==> src/rtl/core/rckf_pkg.sv <==
package rckf_pkg;

	// Frame geometry limits
	localparam int MAX_WIDTH  = 1024;
	localparam int MAX_HEIGHT = 4096;

	localparam int COL_W = $clog2(MAX_WIDTH);
	localparam int ROW_W = $clog2(MAX_HEIGHT);
	localparam int CNT_W = $clog2(MAX_WIDTH * MAX_HEIGHT);

	// Configuration register widths
	localparam int MODE_W     = 3;
	localparam int WIDTH_W    = 11;
	localparam int HEIGHT_W   = 13;
	localparam int CFG_IDX_W  = 2;
	localparam int CFG_DATA_W = 13;

	localparam int RESET_WIDTH  = 640;
	localparam int RESET_HEIGHT = 480;

	// Channel positions inside a packed pixel
	localparam int CH_ALPHA = 3;

	typedef enum logic [MODE_W-1:0] {
		MODE_PASS = 3'd0,
		MODE_GREY = 3'd1,
		MODE_LOW  = 3'd2,
		MODE_HIGH = 3'd3,
		MODE_BW   = 3'd4
	} mode_t;

	typedef enum logic [CFG_IDX_W-1:0] {
		REG_MODE   = 2'd0,
		REG_WIDTH  = 2'd1,
		REG_HEIGHT = 2'd2
	} cfg_reg_t;

	// Pixel as stored: [0] red, [1] green, [2] blue, [3] alpha
	typedef logic [3:0][7:0] rgba_t;

	typedef struct packed {
		logic [7:0] red_in;
		logic [7:0] green_in;
		logic [7:0] blue_in;
		logic [7:0] alpha_in;
		logic       flush;
	} pix_in_t;

	typedef struct packed {
		logic [7:0] red_out;
		logic [7:0] green_out;
		logic [7:0] blue_out;
		logic [7:0] alpha_out;
		logic       frame_end;
	} pix_out_t;

	// Cross window around the centre pixel
	typedef struct packed {
		rgba_t up;
		rgba_t left;
		rgba_t centre;
		rgba_t right;
		rgba_t down;
	} win_t;

	typedef struct packed {
		logic [MODE_W-1:0] mode;
		logic              border;
	} filt_ctl_t;

endpackage

==> src/rtl/core/rckf_filter.sv <==
module rckf_filter (
	input  rckf_pkg::win_t      win,
	input  rckf_pkg::filt_ctl_t ctl,
	output rckf_pkg::rgba_t     pix
);

	import rckf_pkg::*;

	logic [9:0]       sum3;
	logic [19:0]      grey_prod;
	logic [7:0]       grey;
	logic             dark;
	logic [2:0][9:0]  nsum;
	logic [2:0][7:0]  lp;
	logic [2:0][7:0]  hp;
	logic [2:0][10:0] nsum_rnd;
	logic [2:0][7:0]  quarter;
	logic [2:0][9:0]  diff;

	// Mean of the three colors: multiply by 683/2048, exact for sums up to 765
	always_comb begin
		sum3      = 10'(win.centre[0]) + 10'(win.centre[1]) + 10'(win.centre[2]);
		grey_prod = 20'(sum3) * 20'd683;
		grey      = grey_prod[18:11];
		dark      = (sum3 > 10'd383);
	end

	// Per-channel low pass and high pass from the cross taps
	always_comb begin
		for (int k = 0; k < 3; k++) begin
			nsum[k]     = 10'(win.up[k]) + 10'(win.left[k]) + 10'(win.right[k])
			            + 10'(win.down[k]);
			lp[k]       = {1'b0, nsum[k][9:3]} + {1'b0, win.centre[k][7:1]};
			nsum_rnd[k] = 11'(nsum[k]) + 11'd3;
			quarter[k]  = nsum_rnd[k][9:2];
			diff[k]     = {1'b0, win.centre[k], 1'b0} - {2'b00, quarter[k]};
			if (diff[k][9]) begin
				hp[k] = 8'd0;
			end else if (diff[k][8]) begin
				hp[k] = 8'hFF;
			end else begin
				hp[k] = diff[k][7:0];
			end
		end
	end

	// Select by mode; unknown modes and, outside grey mode, borders pass the centre
	always_comb begin
		pix = win.centre;
		case (ctl.mode)
			MODE_GREY: begin
				pix[2:0] = {grey, grey, grey};
			end
			MODE_LOW: begin
				if (!ctl.border) pix[2:0] = lp;
			end
			MODE_HIGH: begin
				if (!ctl.border) pix[2:0] = hp;
			end
			MODE_BW: begin
				if (!ctl.border) pix[2:0] = dark ? 24'h000000 : 24'hFFFFFF;
			end
			default: begin
			end
		endcase
		pix[CH_ALPHA] = win.centre[CH_ALPHA];
	end

endmodule

==> config.mk <==
export PLATFORM = sky130hd
export DESIGN_NAME = rckf_filter
export DESIGN_NICKNAME = d
export VERILOG_FILES = /design/src/rtl/core/rckf_pkg.sv /design/src/rtl/core/rckf_filter.sv
export SDC_FILE = /design/constraint.sdc
export NUM_CORES = 1
export LEC_CHECK = 0
export ABC_AREA = 1
export BUFFER_PORTS_ARGS = -buffer_cell sky130_fd_sc_hd__buf_2
export CAP_MARGIN = 0
export CORE_ASPECT_RATIO = 1.1
export CORE_MARGIN = 2
export CORE_UTILIZATION = 52
export DETAILED_ROUTE_END_ITERATION = 8
export GPL_TIMING_DRIVEN = 0
export PLACE_DENSITY = 0.73
export SYNTH_ARGS = -nofsm -noshare
export SYNTH_HDL_FRONTEND = slang
export SYNTH_SLANG_ARGS = --single-unit
==> constraint.sdc <==
create_clock -name vclk -period 12.03
set_clock_uncertainty 0.05 [all_clocks]
set_input_delay 1.203 -clock vclk [all_inputs]
set_output_delay 1.203 -clock vclk [all_outputs]
set_load 0.005 [all_outputs]
-- Word-level counts from Yosys, hierarchy flattened
Index checks and enable logic that the tools add are counted.
- output and inout port bits: 32
- input bits: 164
- register bits: 0
- $mul: 1
- add/sub/neg operators: 20
- equality and inequality tests: 4
- order comparisons: 1
- muxes and demuxes: 11
- operator list (cell ; number):
    $mux 24 ; 4
    $pmux 24 s4 ; 1
    $mux 8 ; 6
    $add 9x8->10 ; 4
    $add 8x8->9 ; 4
    $add 10x2->10 const B ; 3
    $add 10x8->10 ; 3
    $sub 9x8->10 ; 3
    $add 7x7->8 ; 3
    $mul 10x10->19 const B ; 1
    $gt 10x9->1 const B ; 1
    $eq 3x2->1 const B ; 2
    $eq 3x1->1 const B ; 1
    $eq 3x3->1 const B ; 1

-- Logic depth before layout (Yosys ltp)
Gate-level depths: netlist (run 1).
- word-level depth: 9
- mapped depth: 35
- mapped depth without buffers: 35

-- Worst setup path after synthesis (run 1)
No wires, ideal clock.
- path kind: input to output
- start: input win[65] (netlist name)
- end: output pix[0] (netlist name)
- data arrival time: 6.602 ns
- cell stages on the path: 31
- data required time: 10.777 ns
- path slack: 4.175 ns
- path buffers: 0
- cells stage by stage: inv_1 > fa_1 > inv_1 > ha_1 > inv_1 > fa_1 > nand3b_1 > nand2_2 > nand2_2 > nand2_2 > xor2_2 > ha_1 > ha_1 > inv_1 > fa_1 > inv_1 > fa_1 > inv_1 > fa_1 > inv_1 > ha_1 > nand2_1 > nand2_1 > a21o_1 > a21oi_1 > nand2_1 > or2_2 > nand3_1 > nand2_1 > inv_1 > nand4_1
- RTL lines (item ; line ; RTL):
    start, declared ; rckf_filter.sv:2 ; input rckf_pkg::win_t win,
    end, declared ; rckf_filter.sv:4 ; output rckf_pkg::rgba_t pix

==> results.yml, run 1 <==
run_status:
  status: "finished clean"
final_layout:
  nets: 1917
  finish.utilization_pct: 59.7
  fillers: 1658
  n_antenna_cell: 0
  seq_cells: 0
  drive_gt1_share_pct: 15.1
  clock_buffers: 0
  seqCellArea_um2: 0
  area_growth_pct: 11.7
logic_synthesis:
  synth_cell_types: 45
  synth_top_family_by_area: "adder cells"
  syn_nets: 1760
  synth_area_leaders: "ha_1, fa_1, nand2_1, inv_1, nand3_1"
  synthXorXnorAreaFrac_pct: 5.25
  synth.largest_area_cell: "ha_1"
  synth_common_cells: "nand2_1, inv_1, ha_1"
  synthAdderAreaFrac_pct: 37.7
  yosysMostFrequentCell: "nand2_1"
  syn_area_um2: 8820
  postSynthCellCount: 1380
  synth.area.mux_share_pct: 0
  yosys_warnings: 0
  yosys.area_share.simple_pct: 32.0
  ys_seq_area_share_pct: 0
  synth-compound-area-share_pct: 8.60
  synth.avg_cell_area_um2: 6.39
  synth_top_area_share_pct: 18.9
global_route:
  use_met2_pct: 45.7
  grt_util_all_layers_pct: 25.7
  grt_max_degree: 11
  use_met1_pct: 35.0
  grt_pass1_wl_mm: 38.5
  overflow: 0
  use_met3_pct: 1.33
  first_global_vias: 8435
  antenna_found_initial: 0
  top_usage_layer: "met2"
drt:
  vias: 9022
  wl_per_cell_um: 13.4
  routed_wl_mm: 23.3
  postRouteAntennaNets: 0
  viasPerCell: 5.19
  drt_pass1_iterations: 5
  drt_iter0_drc: 621
  drt_drc_violations_left: 0
clock_tree:
  post_cts_buffers: 0
  cts-hold-fix-buffers: 0
  ctsResizeCount: 0
floorplanning:
  fp.dieH_um: 141
  row_count: 49
  initial_core_util_pct: 53.5
  ios: 196
  core_area_um2: 16500
  die_area_um2: 18000
  die_w_um: 128
setup_path:
  critPathMaxFanout: 6
  crit_path_top_delay_cell: "fa_1"
  worstPathRequired_ps: 10780
  cp-end-kind: "primary output"
  cpPeakStageDelay_ps: 520
  cp-start-kind: "primary input"
  crit_type: "primary input to primary output"
  arrival_ps: 7710
  cp_common_cell: "inv_1"
sta:
  fmax_ghz: 0.112
  hold_violations: 0
  period_needed_ps: 8970
  worst_pin_slew_ps: 952
  final.setup.tns_ps: 0
  slew_violations: 0
  setup_violations: 0
  post-route-period-util_pct: 74.5
  slew_headroom_pct: 36.4
  grt_setup_unrepaired: "false"
worst_hold_path:
  hold_class: "primary input to primary output"
placement:
  port_buffers: 155
  hpwl_mm: 20.6
  gp_congestion: 0.960
run:
  drv_cap: 0
==> layout by cell type, fill, tap and decap left out, types with 12 or more instances in the layout <==
master   count
nand2_1    327
inv_1      326
buf_2      159
ha_1       133
nand3_1    120
nor2_1      85
fa_1        83
a21oi_1     65
nand4_1     42
xor2_1      28
o21ai_0     20
or2_2       14
xnor2_1     13
nand2_2     12
==> cell type report <==
type                       count  area, um^2  share of cell area, %
buffer                        28         210                   2.13
inverter                     331        1240                   12.6
multi-input combinational   1021        7370                   74.8
tap                          204         255                   2.59
timing repair buffer         155         776                   7.87
==> metal layers <==
metal | part of all wire (%) | up-vias
li1 | - | 4629
met1 | 44 | 4091
met5 | 0 | -
met2 | 49 | 268
met4 | 1.8 | 0
met3 | 5.2 | 34
==> critical path, delay by kind of cell <==
family / cells / cell delay [ps]
adders and majority gates: 8 / 3260
AOI/OAI and AO/OA: 3 / 640
buffers and inverters: 8 / 870
and+or+nand+nor: 9 / 1320
xor gates and xnor gates: 1 / 420
==> cells by family after synthesis <==
family | Yosys count
simple gates | 632
buf+inv | 359
fa+ha+maj | 216
compound gates | 127
xor+xnor | 46
==> path summary, 6_finish.rpt <==
path	cells past startpoint	startpoint	slack, ps	end
max	29	win[65]	3060	pix[6]
min	2	win[92]	2520	pix[28]
==> through the flow <==
| step | hold WS, ps | worst slack, ps | std cells | instance area, um^2 |
|---|---|---|---|---|
| 2_1_floorplan | 2440 | 4170 | 1380 | 8820 |
| 3_3_place_gp | 2520 | 3110 | 1739 | 9850 |
| 3_5_place_dp | 2520 | 3080 | 1739 | 9850 |
| 4_1_cts | 2520 | 3070 | 1739 | 9850 |
| 5_1_grt | 2530 | 2500 | 1739 | 9850 |
| 6_report | 2520 | 3060 | 1739 | 9850 |
Power of run 1 is left out: the tool's default activity adds up to more than one toggle a clock period on the data nets, which glitch-free logic cannot reach.
==> run 2, diff against run 1 <==
clock period = 8.6 ns   (was 12.03 ns; I/O delays follow)
==> run 2 against run 1 <==
Routed wire length grew 0.20%. Cell area rose by 0.19%. Sequential share of layout area is the same. Worst hold slack worse by 690 ps. Setup slack worse by 2600 ps. Global-route usage unchanged. Clock-buffer cell count is the same. Via count grew 0.30%. Critical path depth grew 1. Non-clock buffer count stayed put. Largest cell class unchanged.
==> results.yml, run 2 (same netlist as run 1, synthesis figures left out) <==
sta:
  fmax_ghz: 0.123
  worst_pin_slew_ps: 946
  hold_violations: 0
  final.setup.tns_ps: 0
  slew_headroom_pct: 36.8
  slew_violations: 0
  grt_setup_unrepaired: "false"
  period_needed_ps: 8140
  setup_violations: 0
  post-route-period-util_pct: 94.7
  fin_hold_ws_ps: 1840
setup_path:
  cp-end-kind: "primary output"
  cpPeakStageDelay_ps: 520
  worstPathRequired_ps: 7690
  crit_type: "primary input to primary output"
  arrival_ps: 7230
  crit_path_top_delay_cell: "fa_1"
  path_buf_inv: 8
  cp-startpoint: "win[65]"
  cp-start-kind: "primary input"
  cp_top_family: "adder cells"
  critPathMaxFanout: 6
  cp_common_cell: "inv_1"
drt:
  viasPerCell: 5.20
  postRouteAntennaNets: 0
  wl_per_cell_um: 13.4
  vias: 9049
  drt_drc_violations_left: 0
  drt_pass1_iterations: 5
  drt_iter0_drc: 590
  routed_wl_mm: 23.4
final_layout:
  nets: 1917
  n_antenna_cell: 0
  final_common_cell: "nand2_1"
  drive_gt1_share_pct: 15.2
  seqCellArea_um2: 0
  clock_buffers: 0
  layout_common_cells: "nand2_1, inv_1, buf_2"
  area_growth_pct: 11.9
  seq_cells: 0
  fillers: 1658
clock_tree:
  cts-hold-fix-buffers: 0
floorplanning:
  initial_core_util_pct: 53.5
  die_area_um2: 18000
  fp.dieH_um: 141
  die_w_um: 128
  row_count: 49
  core_area_um2: 16500
  ios: 196
global_route:
  grt_util_all_layers_pct: 25.7
  grt_max_degree: 11
  antenna_found_initial: 0
  first_global_vias: 8435
  grt_pass1_wl_mm: 38.5
  overflow: 0
placement:
  hpwl_mm: 20.6
  port_buffers: 155
  gp_congestion: 0.960
run_status:
  status: "finished clean"
run:
  drv_cap: 0
worst_hold_path:
  hold_class: "primary input to primary output"
  hold_path_startpoint: "win[92]"
[run 2: path summary, 6_finish.rpt]
check / end / slack (ps) / depth (start not counted)
max: pix[3] / 460 / 30
min: pix[28] / 1840 / 2
[run 2: what timing repair did]
action                     4_1_cts  5_1_grt
gates resized for setup          0        3
setup endpoints to repair        0       13
buffers inserted                 0        0
[run 2: through the flow]
stage | util, % | std cells | instance area (um^2) | worst slack, ps
after global routing | 59.9 | 1739 | 9870 | 54.1
after global placement | 59.7 | 1739 | 9850 | 370
final | 59.9 | 1739 | 9870 | 457
after CTS | 59.7 | 1739 | 9850 | 325
after floorplan | - | 1380 | 8820 | 1430
after detailed placement | 59.7 | 1739 | 9850 | 337
[run 2: layout make-up]
type | count | area [um^2] | area share [%]
Inverter | 331 | 1240 | 12.6
Tap cell | 204 | 255 | 2.59
Multi-Input combinational cell | 1021 | 7390 | 74.8
Buffer | 28 | 210 | 2.13
Timing Repair Buffer | 155 | 776 | 7.86
[run 2: routing by layer]
layer	share of wire [%]	GRT usage, %	vias to the layer above	wire length, um
met5	0	0	-	0
met4	2.1	4.45	0	481
met1	44	35.0	4106	10300
met2	49	45.7	274	11400
li1	-	-	4630	-
met3	5.4	1.33	39	1270
Power of run 2 is left out for the same reason.
==> run 3, diff against run 2 <==
PLACE_DENSITY = unset   (was 0.73)
PLACE_DENSITY_LB_ADDON = 0.25   (was unset)
==> run 3 against run 2 <==
Sequential share of layout area stayed put. Die area stayed put. Global-route usage fell by 0.15 points. Flip-flop and latch count unchanged. Setup slack got worse by 110 ps. Clock-buffer cell count unchanged. First-iteration DRC count is 16% higher. Via count about the same.
==> results.yml, run 3 (same netlist as run 1, synthesis figures left out) <==
global_route:
  overflow: 0
  grt_pass1_wl_mm: 38.2
  grt_util_all_layers_pct: 25.6
  first_global_vias: 8409
  antenna_found_initial: 0
  grt_max_degree: 11
floorplanning:
  core_area_um2: 16500
  fp.dieH_um: 141
  die_area_um2: 18000
  ios: 196
  die_w_um: 128
  row_count: 49
  initial_core_util_pct: 53.5
sta:
  worst_pin_slew_ps: 944
  slew_headroom_pct: 36.9
  fmax_ghz: 0.121
  fin_ws_ps: 348
  final.setup.tns_ps: 0
  slew_violations: 0
  setup_violations: 0
  post-route-period-util_pct: 96.0
  hold_violations: 0
  fin_hold_ws_ps: 1840
  period_needed_ps: 8250
run_status:
  status: "finished clean"
final_layout:
  drive_gt1_share_pct: 15.2
  layout_common_cells: "nand2_1, inv_1, buf_2"
  nets: 1917
  n_antenna_cell: 0
  clock_buffers: 0
  seq_cells: 0
  final_cells: 1739
  seqCellArea_um2: 0
  area_growth_pct: 11.8
  final_common_cell: "nand2_1"
placement:
  gp_congestion: 0.931
  dp_cells: 1739
  port_buffers: 155
  hpwl_mm: 20.4
  post-place-ws_ps: 311
setup_path:
  arrival_ps: 7340
  cp-end-kind: "primary output"
  critPathMaxFanout: 5
  worstPathRequired_ps: 7690
  crit_type: "primary input to primary output"
  cp_common_cell: "inv_1"
  cpPeakStageDelay_ps: 530
  crit_path_top_delay_cell: "fa_1"
  cp-start-kind: "primary input"
worst_hold_path:
  hold_path_startpoint: "win[90]"
  min_to: "pix[26]"
  hold_class: "primary input to primary output"
  whs_path_depth: 2
drt:
  postRouteAntennaNets: 0
  drt_drc_violations_left: 0
  drt_iter0_drc: 682
  viasPerCell: 5.20
  wl_per_cell_um: 13.2
  vias: 9050
  routed_wl_mm: 23.0
  drt_pass1_iterations: 8
clock_tree:
  post_cts_buffers: 0
run:
  drv_cap: 0
-- run 3: cell type report --
class / count / area, um^2
timing repair buffer: 155 / 776
fill: 1645 / 6630
tap: 204 / 255
multi-input combinational: 1021 / 7380
buffer: 28 / 210
inverter: 331 / 1240
-- run 3: worst max-delay path: cells and delay by family --
family          cells  cell delay (ps)
xor+xnor            1              370
compound gates      2              310
simple gates       11             1370
buf+inv            10              820
fa+ha+maj           9             3580
-- run 3: stage by stage --
| step | util [%] | area [um^2] |
|---|---|---|
| finish | 59.8 | 9860 |
| CTS | 59.7 | 9850 |
| global route | 59.8 | 9860 |
| detailed placement | 59.7 | 9850 |
| floorplan | - | 8820 |
| global placement | 59.7 | 9850 |
-- run 3: repair_timing --
action | 4_1_cts | 5_1_grt
setup endpoints to repair | 0 | 7
gates resized for setup | 0 | 1
hold buffers | 0 | 0
-- run 3: worst max-delay path by stage --
stage / cells after the start / slack, ps / end / startpoint
after global routing: 33 / -0.3 / pix[14] / win[65]
final: 33 / 350 / pix[8] / win[65]
after global placement: 29 / 340 / pix[14] / win[65]
after floorplan: 31 / 1430 / pix[0] / win[65]
after CTS: 29 / 280 / pix[14] / win[65]
after detailed placement: 29 / 310 / pix[14] / win[65]
-- run 3: layer usage --
layer / vias to the layer above / share of wire, % / global-route usage [%]
li1: 4620 / - / -
met1: 4069 / 43 / 34.4
met2: 302 / 48 / 44.7
met3: 59 / 5.9 / 1.82
met4: 0 / 2.7 / 5.90
met5: - / 0 / 0
Power of run 3 is left out for the same reason.
